==> config.mk <==
export PLATFORM = sky130hd
export DESIGN_NAME = pending_transaction_tracker
export DESIGN_NICKNAME = d
export VERILOG_FILES = /design/src/rtl/core/ptt_pkg.sv /design/src/rtl/core/pending_transaction_tracker.sv /design/src/rtl/core/ptt_ram.sv
export SDC_FILE = /design/constraint.sdc
export NUM_CORES = 1
export LEC_CHECK = 0
export BUFFER_PORTS_ARGS = -buffer_cell sky130_fd_sc_hd__buf_2
export CAP_MARGIN = 20
export CORE_ASPECT_RATIO = 0.8
export CORE_MARGIN = 5
export CORE_UTILIZATION = 50
export CTS_CLUSTER_DIAMETER = 80
export DETAILED_ROUTE_END_ITERATION = 10
export GPL_TIMING_DRIVEN = 0
export PLACE_DENSITY_LB_ADDON = 0.12
export REMOVE_ABC_BUFFERS = 1
export SYNTH_ARGS = -nofsm -noshare
export SYNTH_HDL_FRONTEND = slang
export SYNTH_HIERARCHICAL = 1
export SYNTH_SLANG_ARGS = --single-unit
==> constraint.sdc <==
create_clock -name clk -period 6.45 [get_ports clk]
set_input_delay 0.3225 -clock clk [delete_from_list [all_inputs] [get_ports clk]]
set_output_delay 0.3225 -clock clk [all_outputs]
set_load 0.005 [all_outputs]
==> src/rtl/core/ptt_pkg.sv <==
// Shared types and constants for the pending transaction tracker.
// Depends on nothing; used by ptt_ram users and the top level.
package ptt_pkg;

  // Table geometry
  localparam int TBL_DEPTH = 16;
  localparam int IDX_W     = (TBL_DEPTH > 1) ? $clog2(TBL_DEPTH) : 1;
  localparam int CNT_W     = $clog2(TBL_DEPTH + 1);

  // Stream field widths
  localparam int OP_W        = 2;
  localparam int PID_W       = 16;
  localparam int MID_W       = 16;
  localparam int CMD_W       = 8;
  localparam int STATUS_W    = 3;
  localparam int SLOT_W      = 4;
  localparam int COUNT_W     = 5;
  localparam int IN_TDATA_W  = 40;
  localparam int OUT_TDATA_W = 24;

  // Event kinds
  localparam logic [OP_W-1:0] OP_REQUEST  = 2'd0;
  localparam logic [OP_W-1:0] OP_RESPONSE = 2'd1;
  localparam logic [OP_W-1:0] OP_CANCEL   = 2'd2;

  // Result status codes
  localparam logic [STATUS_W-1:0] STATUS_ADDED         = 3'd0;
  localparam logic [STATUS_W-1:0] STATUS_DROPPED       = 3'd1;
  localparam logic [STATUS_W-1:0] STATUS_CLOSED        = 3'd2;
  localparam logic [STATUS_W-1:0] STATUS_REPLY_CANCEL  = 3'd3;
  localparam logic [STATUS_W-1:0] STATUS_NO_MATCH      = 3'd4;
  localparam logic [STATUS_W-1:0] STATUS_CANCELLED     = 3'd5;
  localparam logic [STATUS_W-1:0] STATUS_ALREADY_CANCL = 3'd6;

  // One table entry
  typedef struct packed {
    logic [PID_W-1:0] pid;
    logic [MID_W-1:0] mid;
    logic [CMD_W-1:0] cmd;
    logic             dead;
  } entry_t;

  localparam int ENTRY_W = $bits(entry_t);

  // Sequencer states
  typedef enum logic [2:0] {
    S_IDLE,
    S_SEARCH,
    S_SHIFT,
    S_COMPACT,
    S_APPEND,
    S_FINISH
  } state_t;

endpackage

==> src/rtl/core/pending_transaction_tracker.sv <==
// Pending transaction tracker: ordered table of outstanding transactions in one RAM.
// Depends on ptt_pkg and ptt_ram.
//
// Usage: each input transaction (in_tuser = event kind, in_tdata = pid/mid/cmd)
// yields exactly one result transaction on the out_ channel carrying status,
// matched or added slot, and the held and live entry counts after the event.
// Requests append an entry, compacting cancelled entries out first when the
// table is full; responses search in order and close the first match if it is live,
// shifting later entries down; cancels mark the first pid/mid match cancelled.
// Operation: one event is worked at a time, walking the table RAM with one read
// issued per cycle against its registered read data. A search walks the held
// entries in order, a close then shifts the later entries down, and a compaction
// walks every held entry; requests pass through append, and every event through
// finish and back to idle.
// The longest events, set by the single RAM read port, are a full-table
// compaction before an append and a close near the front.
// Reset clears the counts and the sequencer; table contents are not cleared
// since only entries below the held count are ever read.
// The result sits in an output register; a new event is taken while it waits,
// and the sequencer holds its finished result until out_tready frees the register.
module pending_transaction_tracker
  import ptt_pkg::*;
(
  input  logic                   clk,
  input  logic                   rst_n,
  input  logic                   in_tvalid,
  output logic                   in_tready,
  input  logic [OP_W-1:0]        in_tuser,   // [1:0] op
  input  logic [IN_TDATA_W-1:0]  in_tdata,   // [15:0] proc_id, [31:16] mux_id, [39:32] command
  output logic                   out_tvalid,
  input  logic                   out_tready,
  output logic [OUT_TDATA_W-1:0] out_tdata   // [2:0] status, [6:3] slot,
                                             // [11:7] held_count, [16:12] live_count
);

  state_t state_r, state_nxt;

  logic [CNT_W-1:0]    held_r, held_nxt;
  logic [CNT_W-1:0]    live_r, live_nxt;
  logic [CNT_W-1:0]    rd_idx_r, rd_idx_nxt;
  logic [CNT_W-1:0]    wr_idx_r, wr_idx_nxt;
  logic                pend_r, pend_nxt;
  logic [IDX_W-1:0]    pend_idx_r, pend_idx_nxt;
  logic [OP_W-1:0]     op_r, op_nxt;
  logic [PID_W-1:0]    pid_r, pid_nxt;
  logic [MID_W-1:0]    mid_r, mid_nxt;
  logic [CMD_W-1:0]    cmd_r, cmd_nxt;
  logic [STATUS_W-1:0] res_status_r, res_status_nxt;
  logic [IDX_W-1:0]    res_slot_r, res_slot_nxt;
  logic                out_valid_r, out_valid_nxt;
  logic [OUT_TDATA_W-1:0] out_data_r, out_data_nxt;

  logic               ram_we, ram_re;
  logic [IDX_W-1:0]   ram_waddr, ram_raddr;
  logic [ENTRY_W-1:0] ram_wdata, ram_rdata;
  entry_t             rd_ent, new_ent;

  logic in_acc, issue_more, walk_done, hit, full, out_free;

  ptt_ram #(
    .WIDTH(ENTRY_W),
    .DEPTH(TBL_DEPTH)
  ) u_table (
    .clk  (clk),
    .we   (ram_we),
    .waddr(ram_waddr),
    .wdata(ram_wdata),
    .re   (ram_re),
    .raddr(ram_raddr),
    .rdata(ram_rdata)
  );

  // Shared status terms
  assign in_tready  = (state_r == S_IDLE);
  assign in_acc     = in_tvalid && in_tready;
  assign rd_ent     = entry_t'(ram_rdata);
  assign issue_more = (rd_idx_r < held_r);
  assign walk_done  = !issue_more && !pend_r;
  assign full       = (held_r >= CNT_W'(TBL_DEPTH));
  assign out_free   = !out_valid_r || out_tready;
  assign hit        = pend_r && (rd_ent.pid == pid_r) && (rd_ent.mid == mid_r) &&
                      ((op_r != OP_RESPONSE) || (rd_ent.cmd == cmd_r));
  assign ram_raddr  = rd_idx_r[IDX_W-1:0];

  always_comb begin
    new_ent      = '0;
    new_ent.pid  = pid_r;
    new_ent.mid  = mid_r;
    new_ent.cmd  = cmd_r;
    new_ent.dead = 1'b0;
  end

  // Next state
  always_comb begin
    state_nxt = state_r;
    case (state_r)
      S_IDLE: begin
        if (in_acc) begin
          case (in_tuser)
            OP_REQUEST:  state_nxt = (full && (held_r > live_r)) ? S_COMPACT : S_APPEND;
            OP_RESPONSE: state_nxt = S_SEARCH;
            OP_CANCEL:   state_nxt = S_SEARCH;
            default:     state_nxt = S_FINISH;
          endcase
        end
      end
      S_SEARCH: begin
        if (hit) begin
          state_nxt = ((op_r == OP_RESPONSE) && !rd_ent.dead) ? S_SHIFT : S_FINISH;
        end else if (walk_done) begin
          state_nxt = S_FINISH;
        end
      end
      S_SHIFT: begin
        if (walk_done) state_nxt = S_FINISH;
      end
      S_COMPACT: begin
        if (walk_done) state_nxt = S_APPEND;
      end
      S_APPEND: state_nxt = S_FINISH;
      S_FINISH: begin
        if (out_free) state_nxt = S_IDLE;
      end
      default: state_nxt = S_IDLE;
    endcase
  end

  // Datapath and RAM control
  always_comb begin
    held_nxt       = held_r;
    live_nxt       = live_r;
    rd_idx_nxt     = rd_idx_r;
    wr_idx_nxt     = wr_idx_r;
    pend_nxt       = 1'b0;
    pend_idx_nxt   = pend_idx_r;
    op_nxt         = op_r;
    pid_nxt        = pid_r;
    mid_nxt        = mid_r;
    cmd_nxt        = cmd_r;
    res_status_nxt = res_status_r;
    res_slot_nxt   = res_slot_r;
    out_valid_nxt  = out_valid_r && !out_tready;
    out_data_nxt   = out_data_r;
    ram_we         = 1'b0;
    ram_waddr      = pend_idx_r;
    ram_wdata      = ram_rdata;
    ram_re         = 1'b0;

    case (state_r)
      S_IDLE: begin
        if (in_acc) begin
          op_nxt         = in_tuser;
          pid_nxt        = in_tdata[PID_W-1:0];
          mid_nxt        = in_tdata[PID_W +: MID_W];
          cmd_nxt        = in_tdata[PID_W+MID_W +: CMD_W];
          rd_idx_nxt     = '0;
          wr_idx_nxt     = '0;
          res_status_nxt = STATUS_NO_MATCH;
          res_slot_nxt   = '0;
        end
      end

      // In-order walk, first match wins
      S_SEARCH: begin
        ram_re = issue_more && !hit;
        if (ram_re) begin
          rd_idx_nxt   = rd_idx_r + CNT_W'(1);
          pend_nxt     = 1'b1;
          pend_idx_nxt = rd_idx_r[IDX_W-1:0];
        end
        if (hit) begin
          res_slot_nxt = pend_idx_r;
          if (rd_ent.dead) begin
            res_status_nxt = (op_r == OP_RESPONSE) ? STATUS_REPLY_CANCEL
                                                   : STATUS_ALREADY_CANCL;
          end else if (op_r == OP_RESPONSE) begin
            res_status_nxt = STATUS_CLOSED;
            rd_idx_nxt     = CNT_W'(pend_idx_r) + CNT_W'(1);
          end else begin
            // Cancel: mark the entry in place
            res_status_nxt = STATUS_CANCELLED;
            ram_we         = 1'b1;
            ram_waddr      = pend_idx_r;
            ram_wdata      = {rd_ent.pid, rd_ent.mid, rd_ent.cmd, 1'b1};
            if (live_r != '0) live_nxt = live_r - CNT_W'(1);
          end
        end
      end

      // Move later entries down one place
      S_SHIFT: begin
        ram_re = issue_more;
        if (ram_re) begin
          rd_idx_nxt   = rd_idx_r + CNT_W'(1);
          pend_nxt     = 1'b1;
          pend_idx_nxt = rd_idx_r[IDX_W-1:0];
        end
        if (pend_r) begin
          ram_we    = 1'b1;
          ram_waddr = pend_idx_r - IDX_W'(1);
          ram_wdata = ram_rdata;
        end
        if (walk_done) begin
          held_nxt = held_r - CNT_W'(1);
          if (live_r != '0) live_nxt = live_r - CNT_W'(1);
        end
      end

      // Squeeze cancelled entries out, keeping order
      S_COMPACT: begin
        ram_re = issue_more;
        if (ram_re) begin
          rd_idx_nxt   = rd_idx_r + CNT_W'(1);
          pend_nxt     = 1'b1;
          pend_idx_nxt = rd_idx_r[IDX_W-1:0];
        end
        if (pend_r && !rd_ent.dead) begin
          ram_we     = 1'b1;
          ram_waddr  = wr_idx_r[IDX_W-1:0];
          ram_wdata  = ram_rdata;
          wr_idx_nxt = wr_idx_r + CNT_W'(1);
        end
        if (walk_done) held_nxt = wr_idx_r;
      end

      S_APPEND: begin
        if (full) begin
          res_status_nxt = STATUS_DROPPED;
          res_slot_nxt   = '0;
        end else begin
          ram_we         = 1'b1;
          ram_waddr      = held_r[IDX_W-1:0];
          ram_wdata      = new_ent;
          res_status_nxt = STATUS_ADDED;
          res_slot_nxt   = held_r[IDX_W-1:0];
          held_nxt       = held_r + CNT_W'(1);
          live_nxt       = live_r + CNT_W'(1);
        end
      end

      // Load the output register once it is free
      S_FINISH: begin
        if (out_free) begin
          out_valid_nxt = 1'b1;
          out_data_nxt  = OUT_TDATA_W'({COUNT_W'(live_r), COUNT_W'(held_r),
                                        SLOT_W'(res_slot_r), res_status_r});
        end
      end

      default: ;
    endcase
  end

  // Control registers
  always_ff @(posedge clk) begin
    if (!rst_n) begin
      state_r     <= S_IDLE;
      held_r      <= '0;
      live_r      <= '0;
      pend_r      <= 1'b0;
      out_valid_r <= 1'b0;
    end else begin
      state_r     <= state_nxt;
      held_r      <= held_nxt;
      live_r      <= live_nxt;
      pend_r      <= pend_nxt;
      out_valid_r <= out_valid_nxt;
    end
  end

  // Payload and walk registers
  always_ff @(posedge clk) begin
    rd_idx_r     <= rd_idx_nxt;
    wr_idx_r     <= wr_idx_nxt;
    pend_idx_r   <= pend_idx_nxt;
    op_r         <= op_nxt;
    pid_r        <= pid_nxt;
    mid_r        <= mid_nxt;
    cmd_r        <= cmd_nxt;
    res_status_r <= res_status_nxt;
    res_slot_r   <= res_slot_nxt;
    out_data_r   <= out_data_nxt;
  end

  assign out_tvalid = out_valid_r;
  assign out_tdata  = out_data_r;

endmodule

==> src/rtl/core/ptt_ram.sv <==
// Generic single-clock RAM: one write port, one read port, registered read data.
// No dependencies.
module ptt_ram #(
  parameter int WIDTH = 8,
  parameter int DEPTH = 16
) (
  input  logic                                      clk,
  input  logic                                      we,
  input  logic [((DEPTH > 1) ? $clog2(DEPTH) : 1)-1:0] waddr,
  input  logic [WIDTH-1:0]                          wdata,
  input  logic                                      re,
  input  logic [((DEPTH > 1) ? $clog2(DEPTH) : 1)-1:0] raddr,
  output logic [WIDTH-1:0]                          rdata
);

  logic [WIDTH-1:0] mem [DEPTH];

  // Write port and registered read port
  always_ff @(posedge clk) begin
    if (we) begin
      mem[waddr] <= wdata;
    end
    if (re) begin
      rdata <= mem[raddr];
    end
  end

endmodule
* Yosys cells after proc, flatten, opt, wreduce, memory -nomap -nowiden *
Memory sizes are Yosys's and may differ from the RTL's. A register that Yosys moved wholly into a read port is not among the register bits.
Index checks and enable logic that the tools add are counted.

word-level totals
  register bits = 95
  bits in writable memories = 656
  input port bits = 46
  output and inout port bits = 26
  logic and storage cells = 155
  memories kept = 1

cells by class
  $add $sub $neg = 8
  order comparisons = 3
  equal/unequal tests = 23
  muxes and demuxes = 67
  reductions and logical operators = 38

memories
  memory       depth  bits a word  rd ports  clocked after memory_dff  write ports  RTL line       source
  u_table.mem  16     41           1         1                         1            ptt_ram.sv:16  logic [WIDTH-1:0] mem [DEPTH];

operator list
  cell                 number
  $pmux 41 s2          1
  $mux 5               16
  $pmux 5 s3           3
  $mux 41              1
  $mux 3               12
  $eq 16x16->1         2
  $mux 4               8
  $pmux 4 s3           2
  $add 5x1->5 const B  4
  $ne 2x2->1 const B   9
  $pmux 3 s6           1
  $mux 1               16
  $reduce_and 3->1     5
  $reduce_bool 3->1    4
  $logic_and 1x1->1    10
  $pmux 5 s2           1
  $sub 5x1->5 const B  2
  $pmux 3 s3           1
  $eq 8x8->1           1
  $pmux 4 s2           1
  $eq 3x2->1 const B   2
  $eq 3x3->1 const B   2
  $logic_not 1->1      6
  $ne 2x1->1 const B   3
  other kinds (20)     26

* Logic depth before layout (Yosys ltp) *
Gate-level depths: netlist of the first run.

  depth in word-level cells = 11
  mapped depth = 10
  gate-level depth less buffers = 10

* Hierarchy *
The synthesis of the first run kept the hierarchy.

modules (own cells, without submodules)
  module                       times used  cells each  area each (µm²)  sequential area each (µm²)
  ptt_ram                      1           1066        25786.0          20930.1
  pending_transaction_tracker  1           488         5530.3           2702.6

* Worst setup path after synthesis of the first run *
No wires, ideal clock.

  path type = register to register
  start = register state_r[1]
  end = memory u_table/mem[0][0] in the netlist's numbering (enable)
  setup time = 490 ps
  data arrival time = 5073 ps
  required time = 5960 ps
  setup slack = 887 ps
  stages on the path, launching flop included = 11
  buffers on the path = 0
  period minus slack after synthesis = 5563 ps
  path through = dfxtp_1 -> nand2b_1 -> nor2_1 -> inv_1 -> nor2_1 -> nor2_1 -> o21ai_0 -> o21ai_0 -> a221o_1 -> or3b_2 -> nor3_1

between the ends
  elaborated cells on any way between the ends = 8
  those cells by class = eq/ne: 4; mux: 4

RTL lines
  what                                             RTL line                            source
  start: declaration                               pending_transaction_tracker.sv:36   state_t state_r, state_nxt;
  start signal: assignment                         pending_transaction_tracker.sv:263  state_r <= state_nxt;
  $eq 3x3->1 / $eq 3x2->1 (equally long branches)  pending_transaction_tracker.sv:149  case (state_r)
  $pmux 4 s3 *                                     pending_transaction_tracker.sv:149
  via ram_waddr[3]                                 pending_transaction_tracker.sv:54   logic [IDX_W-1:0] ram_waddr, ram_raddr;
  end: declaration                                 ptt_ram.sv:16

The timed path passes the listed nets; every way through them passes the cells marked *.

* Final worst setup path of the first run *
  start = register state_r[2]
  end = memory u_table/mem[0][13] in the netlist's numbering (enable)

The elaborated chain is that of the path after synthesis.

==> results of run 1 <==
==> sequential cells by signal (all words and copies together), names as in the netlist, 5 cells and up <==
register	cells
mid_r	16
out_tdata	17
live_r	5
u_table/mem	656
rd_idx_r	5
held_r	5
wr_idx_r	5
cmd_r	8
u_table/rdata	41
pid_r	16
==> per-stage QoR <==
| step | hold WS [ns] | utilization (%) | cells |
|---|---|---|---|
| after global placement | 0.4114 | 51.82 | 2386 |
| after detailed placement | 0.4045 | 54.91 | 2475 |
| final | 0.1186 | 59.42 | 2649 |
| after CTS | 0.08203 | 59.41 | 2648 |
| after global routing | 0.1102 | 59.42 | 2649 |
| after floorplan | 0.4003 | - | 1482 |
==> worst max-delay path, cell delays in order (launching register included) <==
cell      delay [ns]
dfxtp_1         0.57
nand2b_1        0.14
nor2_1          0.45
inv_1           0.42
nor2_4          0.69
buf_12          0.27
nor2_1          0.10
o21ai_0         0.15
o21ai_0         0.09
a221o_1         0.34
or3b_2          0.60
nor3_2          0.63
buf_6           0.25
buf_8           0.16
buf_6           0.19
==> power breakdown <==
| part | internal [uW] | leakage, uW | switching, uW | total (uW) |
|---|---|---|---|---|
| Sequential | 6640 | 0.00716 | 261 | 6900 |
| Combinational | 2100 | 0.00370 | 2530 | 4630 |
| Clock | 2410 | 0.00117 | 1890 | 4300 |
==> timing repair <==
item	4_1_cts	5_1_grt
setup endpoints to repair	0	0
endpoints found under the hold margin	42	0
buffers inserted	0	0
hold buffers	42	0
==> layout make-up <==
type	instances	area share, %
Clock inverter	36	0.8641
Inverter	26	0.2633
Tap cell	840	2.835
Timing Repair Buffer	196	6.802
Multi-Input combinational cell	664	19.90
Clock buffer	95	5.576
Sequential cell	792	63.76
==> per-layer routing <==
metal | track usage [%] | up-vias | routed length (microns)
li1 | - | 6789 | -
met1 | 32.48 | 8398 | 32200
met2 | 34.86 | 580 | 35580
met3 | 3.579 | 116 | 4659
met4 | 6.001 | 0 | 1831
met5 | 0 | - | 0
==> logic make-up (layout without fill, tap and decap cells) <==
kind of cell | after synthesis | in the layout
xor+xnor | 57 | 57
fa+ha+maj | 25 | 25
simple gates | 199 | 199
flops | 792 | 792
other cells | 1 | 7
compound gates | 165 | 165
buf+inv | 104 | 353
mux | 211 | 211
==> cells in the final DEF (no fill, tap or decap), drive strengths merged, types with 13 or more instances in the layout <==
| cell | instances |
|---|---|
| clkbuf | 95 |
| a22oi | 83 |
| xor2 | 45 |
| buf | 154 |
| inv | 30 |
| edfxtp | 777 |
| dlygate4sd3 | 42 |
| ha | 23 |
| mux2 | 40 |
| o21ai | 13 |
| nor3 | 15 |
| a21oi | 21 |
| nor2 | 37 |
| nor4 | 17 |
| nand2 | 80 |
| mux4 | 164 |
| dfxtp | 15 |
| clkinv | 26 |
==> how the worst max path moves through the flow <==
stage                            from                  to  slack [ns]  depth (start not counted)
final                      state_r[2]  u_table/mem[0][13]        1.07                         14
after global routing       state_r[2]  u_table/mem[0][38]        0.88                         14
after CTS                  state_r[2]  u_table/mem[0][14]        1.08                         14
after detailed placement   state_r[2]  u_table/mem[0][36]        1.11                         14
after global placement     state_r[2]  u_table/mem[0][13]       -9.22                         10
after floorplan           rd_idx_r[0]         rd_idx_r[4]       -1.38                          5
==> flow_metrics.tcl, run 1 <==
set metrics [dict create \
    status "finished clean" \
    hold_violations 0 \
    synth-xor-area-share_pct 1.594 \
    yosys.area_share.adder_pct 1.047 \
    post_dp_cell_area_sq_um 34250 \
    timing.final.ws_setup_ns 1.065 \
    finalSetupTns_ns 0 \
    relSlewSlack_pct 30.87 \
    postSynthAreaPerCell_sq_um 20.15 \
    synth_cells 1554 \
    grt_pass1_wl_mm 109.1 \
    wl_per_cell_microns 28.04 \
    grt_max_degree 42 \
    post-route-period-util_pct 83.49 \
    synth_top_family_by_area "multiplexers" \
    timing.rr.end "u_table/mem[0][13]" \
    critPathKind "register to register" \
    multi_input_area_sq_um 7377 \
    rsz0062_at_grt "false" \
    die_area_sq_um 67770 \
    initial_core_util_pct 50.20 \
    grt_overflow 0 \
    critPathMaxFanout 19 \
    netlist_area_sq_um 31320 \
    final_cell_area_sq_um 37070 \
    num_io_pins 72 \
    place_congestion 0.8112 \
    cts_sinks 792 \
    drive_above_1_share_pct 27.81 \
    drv_cap 0 \
    tightest_slew_ns 1.035 \
    fin_crit_ns 5.385 \
    wirelength_mm 74.27 \
    seq_area_sq_um 23630 \
    synth_ff_type "edfxtp_1" \
    required_ns 6.78 \
    peakVddDrop_v 0.0003746 \
    drt_first_pass_iters 5 \
    synth_common_cells "edfxtp_1 (777), mux4_2 (164), a22oi_1 (83)" \
    drtAntennaViolNets 0 \
    design_power_total_uw 15830 \
    numCtsBuffers 78 \
    antenna_cells 0 \
    p_per_area_nw_per_um2 427.1 \
    clk_pin_slew_worst_paths_ns 0.06 \
    synth_top_area_share_pct 74.51 \
    post_cts_resized 0 \
    synth.distinct_cells 57 \
    yosysMostFrequentCell "edfxtp_1" \
    core_area_sq_um 62380 \
    drc 0 \
    power_leakage_uw 0.01203 \
    cts_tree "built" \
    die-height_microns 233.8 \
    synthTopCellsByArea "edfxtp_1 (75%), mux4_2 (12%), a22oi_1 (2.0%)" \
    portBuffers 64 \
    preCtsSetupSlack_ns 1.111 \
    syn2layout_area_growth_pct 18.36 \
    ctsRootBufferMaster "clkbuf_16" \
    synth_edf_count 777 \
    rrSetupSlack_ns 1.07 \
    clk_path_buf_depth 3 \
    hold_start "out_tready" \
    fillers 4568 \
    grt_pass1_vias 16090 \
    num_vias 15880 \
    synthMuxAreaShare_pct 13.46 \
    synth_seq_area_share_pct 75.46 \
    worst_setup_path_end_kind "register" \
    grt_antenna_before_repair 0 \
    min_path_cells 3 \
    ff2ff_path_depth 14 \
    dp.final_hpwl_mm 44.93 \
    vias_per_cell 5.996 \
    worstPathArrival_ns 5.71 \
    die_w_microns 289.8 \
    clock_latency_ns 0.63 \
    synthSimpleGateAreaFrac_pct 3.144 \
    r2r-start "state_r[2]" \
    maxSlewViolCount 0 \
    nNetsFinal 1829 \
    htree_levels 3 \
    synth-compound-area-share_pct 3.748 \
    fin_skew_ns 0.03360 \
    start_kind "register" \
    whs_endpoint "out_tvalid" \
    rows 82 \
    ys_ff_latch 792 \
    synth_area_leader_cell "edfxtp_1" \
    hp-class "input port to register" \
    grt.total_usage_pct 21.99 \
    yosysWarnings 6 \
    setup_viol 0 \
    async_flop_share_pct 0 \
    first_iter_violations 1669 \
    clock.fmax_mhz 185.7 \
]
Note: power is estimated with default switching activity, not from simulation.
==> inputs of run 2 (changes only) <==
--- a/config.mk
+++ b/config.mk
@@ -5,6 +5,7 @@
 export SDC_FILE = /design/constraint.sdc
 export NUM_CORES = 1
 export LEC_CHECK = 0
+export ABC_AREA = 1
 export BUFFER_PORTS_ARGS = -buffer_cell sky130_fd_sc_hd__buf_2
 export CAP_MARGIN = 20
 export CORE_ASPECT_RATIO = 0.8
==> constraint.sdc (replaced) <==
create_clock -name clk -period 5.5 [get_ports clk]
set_input_delay 0.275 -clock clk [delete_from_list [all_inputs] [get_ports clk]]
set_output_delay 0.275 -clock clk [all_outputs]
set_load 0.005 [all_outputs]
==> run 2 against run 1 <==
Clock-buffer cell count rose by 11. Synthesized cell count rose by 120%. Total power rose by 32%. Highest routed layer unchanged.
==> flow_metrics.tcl, run 2 <==
set metrics [dict create \
    status "finished clean" \
    die_area_sq_um 76340 \
    syn2layout_area_growth_pct 16.10 \
    cts_tree "built" \
    clock_latency_ns 0.64 \
    setup_viol 0 \
    grt_antenna_before_repair 0 \
    wirelength_mm 93.63 \
    layoutNonFillerInstCount 4611 \
    num_io_pins 72 \
    hp-class "input port to register" \
    path_cells "nand2_2, inv_2, nand2_4, inv_1, a211oi_1, o21ai_0, nand3_1, nor2_4, buf_16, buf_12" \
    num_vias 24280 \
    yosysWarnings 6 \
    synth_seq_area_share_pct 66.69 \
    synth_edf_count 777 \
    async_flop_share_pct 0 \
    worst_setup_path_end_kind "register" \
    rsz0062_at_grt "false" \
    clk_path_buf_depth 3 \
    hold_violations 0 \
    final_cell_area_sq_um 41140 \
    ctsRootBufferMaster "clkbuf_16" \
    power_leakage_uw 0.01747 \
    numCtsBuffers 80 \
    initial_core_util_pct 50.40 \
    layout_common_cells "nand2_1 (1090), edfxtp_1 (777), inv_1 (611)" \
    synth_area_leader_cell "edfxtp_1" \
    cp_slowest_cell "nor2_4" \
    post_dp_cell_area_sq_um 38130 \
    postSynthAreaPerCell_sq_um 10.23 \
    die_w_microns 307.7 \
    wl_per_cell_microns 20.30 \
    yosysMostFrequentCell "nand2_1" \
    clock.fmax_mhz 219.8 \
    post-route-period-util_pct 82.72 \
    ys_ff_latch 792 \
    postCtsSetupRepairBufs 0 \
    p_per_area_nw_per_um2 506.9 \
    place_congestion 0.8686 \
    nNetsFinal 3683 \
    grt_max_degree 189 \
    clk_pin_slew_worst_paths_ns 0.06 \
    synth_top_area_share_pct 65.84 \
    maxSlewViolCount 0 \
    grt_overflow 0 \
    rows 87 \
    tightest_slew_ns 0.9978 \
    die-height_microns 248.1 \
    core_area_sq_um 70320 \
    worstPathArrival_ns 4.87 \
    drv_cap 0 \
    synth.distinct_cells 45 \
    drc 0 \
    htree_levels 3 \
    required_ns 5.82 \
    start_kind "register" \
    grt_pass1_wl_mm 140.5 \
    drive_above_1_share_pct 8.948 \
    crit_family "simple AND/OR/NAND/NOR gates" \
    drtAntennaViolNets 0 \
    drt_first_pass_iters 5 \
    final_util_pct 58.51 \
    dp.final_hpwl_mm 57.29 \
    numPlacedInstances 4419 \
    fin_crit_ns 4.550 \
    synth_ff_type "edfxtp_1" \
    synthTopCellsByArea "edfxtp_1 (66%), nand2_1 (12%), nand3_1 (7.4%)" \
    grt_pass1_vias 23150 \
    top_register "u_table/mem" \
    critPathKind "register to register" \
    rrSetupSlack_ns 0.95 \
    synth_common_cells "nand2_1 (1091), edfxtp_1 (777), inv_1 (613)" \
    critPathMaxFanout 24 \
    portBuffers 64 \
    hold_slack_ns 0.1799 \
    antenna_cells 0 \
    synth_cells 3464 \
    fin_skew_ns 0.02847 \
    cts_sinks 792 \
    largest_reg_flops 656 \
    design_power_total_uw 20850 \
    relSlewSlack_pct 33.48 \
    critPathBufInv 4 \
    layout_commonest_cell "nand2_1" \
    netlist_area_sq_um 35440 \
    peakVddDrop_v 0.0006618 \
    vias_per_cell 5.265 \
    max_stage_delay_ns 0.86 \
    grt.total_usage_pct 24.45 \
    first_iter_violations 2418 \
]
## run 2: changes by cell type in the layout (fill, tap and decap cells not counted), moves of 13 or more
cell / before / now
inv_1: 26 / 611
xor2_1: 45 / 10
mux2_2: 40 / 0
buf_6: 19 / 0
buf_4: 2 / 20
nor2_1: 23 / 64
mux4_2: 164 / 0
nand2_1: 80 / 1090
o21ai_0: 12 / 53
a22oi_1: 83 / 0
nand3_1: 12 / 523
nor4_1: 13 / 0
## run 2: stage by stage
| step | setup TNS [ns] | setup slack [ns] |
|---|---|---|
| after floorplan | -243.50 | -3.617 |
| after global placement | -4510.23 | -12.40 |
| after detailed placement | 0 | 1.016 |
| after CTS | 0 | 0.9921 |
| after global routing | 0 | 0.8034 |
| final | 0 | 0.9502 |
## run 2: worst min-delay path, cell delays in order
cell and delay, ns:
buf_2 0.10, nor2_1 0.08, nor2_1 0.17, a21oi_1 0.09, nor2_1 0.07
## run 2: layer usage
metal  GRT usage, %  share of wire [%]
met3          3.825                7.5
met4          7.522                2.9
met5              0                  0
met2          41.23                 48
met1          33.14                 42
## run 2: logic make-up (layout without fill, tap and decap cells)
group | Yosys count | in the layout | share of synthesized area, %
AND/OR/NAND/NOR | 1738 | 1738 | 20.64
buffers and inverters | 777 | 984 | 9.533
other | 1 | 7 | 0.01058
flip-flops | 792 | 792 | 66.69
AO/OA/AOI/OAI | 111 | 111 | 1.709
adder cells (fa/ha/maj) | 25 | 25 | 0.9250
XOR/XNOR | 20 | 20 | 0.4943
## run 2: worst paths after layout
kind | from | endpoint | cells past startpoint
worst max-delay path | state_r[2] | u_table/mem[14][36] | 10
worst min-delay path | in_tvalid | state_r[0] | 5
worst min register to register | res_status_r[2] | out_tdata[2] | 0
worst max register to register | state_r[2] | u_table/mem[14][36] | 10
## run 2: what timing repair did
item / in CTS / in global routing
hold buffers: 44 / 0
hold endpoints to repair: 53 / 0
gates resized for setup: 0 / 0
## run 2: final cells by class
type / count / area [sq um]
fillers: 5756 / 29180
flip-flops and latches: 792 / 23630
multi-input cells: 1901 / 8601
repair buffers: 217 / 2830
inverters: 620 / 2350
clock buffers: 106 / 2216
well taps: 934 / 1169
clock inverters: 41 / 345.3
## run 2: report_power, final
group	total [uW]	switching [uW]	internal [uW]
clock	5340	2230	3110
combinational	7200	4790	2410
sequential	8310	326	7980
==> inputs of run 3 (changes only) <==
==> constraint.sdc (replaced) <==
create_clock -name clk -period 4 [get_ports clk]
set_input_delay 0.2 -clock clk [delete_from_list [all_inputs] [get_ports clk]]
set_output_delay 0.2 -clock clk [all_outputs]
set_load 0.005 [all_outputs]
==> run 3 against run 2 <==
Non-clock buffer count up 26. Final area rose by 0.79%. Critical endpoint is now u_table/mem[5][39]. Global-route usage is 0.094 points higher. Critical path type unchanged. Clock skew shrank 0.0043 ns.
==> flow_metrics.tcl, run 3 (synthesis results as in run 2) <==
set metrics [dict create \
    sw_frac_of_total_pct 35.26 \
    peakVddDrop_v 0.0009080 \
    rrSetupSlack_ns 0.23 \
    min_path_cells 5 \
    layout_commonest_cell "nand2_1" \
    clk_path_buf_depth 3 \
    finalSetupTns_ns 0 \
    whs_endpoint "state_r[0]" \
    p_per_area_nw_per_um2 693.3 \
    p_seq_share_pct 39.7 \
    setup_viol 0 \
    worst_setup_path_end_kind "register" \
    layout_common_cells "nand2_1 (1090), edfxtp_1 (777), inv_1 (610)" \
    critPathKind "register to register" \
    numCtsBuffers 80 \
    drc 0 \
    top_register "u_table/mem" \
    tightest_slew_ns 0.9967 \
    maxSlewViolCount 0 \
    die_w_microns 307.7 \
    largest_reg_flops 656 \
    syn2layout_area_growth_pct 17.01 \
    first_iter_violations 2374 \
    clk_pin_slew_worst_paths_ns 0.06 \
    clock.fmax_mhz 265.3 \
    grt_overflow 0 \
    wl_per_cell_microns 20.34 \
    num_io_pins 72 \
    initial_core_util_pct 50.40 \
    ctsRootBufferMaster "clkbuf_16" \
    final_util_pct 58.97 \
    max_stage_delay_ns 0.56 \
    core_area_sq_um 70320 \
    rows 87 \
    drv_cap 0 \
    rsz0062_at_grt "false" \
    timing.rr.end "u_table/mem[5][39]" \
    status "finished clean" \
    portBuffers 64 \
    hp-class "input port to register" \
    htree_levels 3 \
    clock_latency_ns 0.64 \
    grt_pass1_vias 23220 \
    path_cells "xnor2_1, nand2_1, nor2_1, nand2_1, a21oi_2, nand2_1, inv_1, nand3_1, nand4_1, nand3b_1, nor2_4, buf_12, buf_16" \
    required_ns 4.33 \
    vias_per_cell 5.254 \
    num_vias 24360 \
    final_cell_area_sq_um 41470 \
    post_dp_cell_area_sq_um 38130 \
    die-height_microns 248.1 \
    hold_violations 0 \
    wirelength_mm 94.32 \
    ff2ff_path_depth 13 \
    antenna_cells 0 \
    grt.total_usage_pct 24.54 \
    power_leakage_uw 0.01763 \
    start_kind "register" \
    relSlewSlack_pct 33.55 \
    drtAntennaViolNets 0 \
    nNetsFinal 3709 \
    dp.final_hpwl_mm 57.29 \
    p_int_uw 18610 \
    cts_tree "built" \
    combPwrFrac_pct 34.7 \
    fin_skew_ns 0.02421 \
    drive_above_1_share_pct 9.641 \
    cp_slowest_cell "xnor2_1" \
    r2r-start "mid_r[0]" \
    hold_start "in_tvalid" \
    cts_sinks 792 \
    grt_pass1_wl_mm 141.0 \
    drt_first_pass_iters 6 \
    die_area_sq_um 76340 \
    worstPathArrival_ns 4.10 \
    pwr-share-clk_pct 25.6 \
    grt_max_degree 189 \
    place_congestion 0.8686 \
    critical_path.most_common_cell "nand2_1" \
    p_switching_uw 10140 \
    critPathMaxFanout 16 \
    post-route-period-util_pct 94.23 \
    fin_crit_ns 3.769 \
    grt_antenna_before_repair 0 \
]
## run 3: through the flow
stage / instances / hold WS (ns) / power (uW) / worst slack (ns)
finish: 4637 / 0.1085 / 28750 / 0.2308
global route: 4637 / 0.1199 / 30320 / 0.03704
CTS: 4626 / 0.05681 / 28860 / 0.1136
detailed placement: 4419 / 0.3782 / 21380 / -0.4842
global placement: 4311 / 0.3801 / 18810 / -13.90
floorplan: 3313 / 0.2989 / 17230 / -5.117
## run 3: layout make-up
type	count	area, sq um
timing repair buffer	243	3141
sequential	792	23630
fill	5693	28850
inverter	620	2354
multi-input combinational	1901	8611
clock buffer	106	2216
tap	934	1169
clock inverter	41	345.3
## run 3: power groups by stage
stage          Combinational [uW]  Clock [uW]  Sequential (uW)
2_1_floorplan                5290           0            11900
3_3_place_gp                 6390           0            12400
3_5_place_dp                 9780           0            11600
4_1_cts                      9920        7510            11400
5_1_grt                     11000        7860            11500
6_report                     9970        7360            11400
## run 3: what timing repair did
action,4_1_cts,5_1_grt
pin swaps,9,7
endpoints found under the hold margin,57,0
gates resized for setup,2,1
hold buffers,45,0
buffers inserted,15,10
endpoints found under the setup margin,390,176
## run 3: worst max path at each step
stage / slack, ns / start / to / cells past startpoint
floorplan: -5.12 / rd_idx_r[0] / u_table/rdata[11] / 7
global placement: -13.90 / rd_idx_r[1] / u_table/rdata[28] / 5
detailed placement: -0.48 / state_r[2] / u_table/mem[14][11] / 10
CTS: 0.11 / mid_r[0] / u_table/mem[0][35] / 13
global route: 0.04 / mid_r[0] / u_table/mem[5][29] / 13
finish: 0.23 / mid_r[0] / u_table/mem[5][39] / 13
## run 3: metal layers
| metal | global-route usage [%] | vias up | part of all wire [%] |
|---|---|---|---|
| li1 | - | 11590 | - |
| met1 | 33.34 | 11690 | 42 |
| met2 | 41.27 | 897 | 48 |
| met3 | 3.927 | 181 | 7.6 |
| met4 | 7.468 | 0 | 2.8 |
| met5 | 0 | - | 0 |
## run 3: worst max-delay path, delay by kind of cell, from the launching register on
family          cells  cell delay (ns)
simple gates        8             1.70
buf+inv             3             0.61
xor+xnor            1             0.56
flops               1             0.41
compound gates      1             0.15
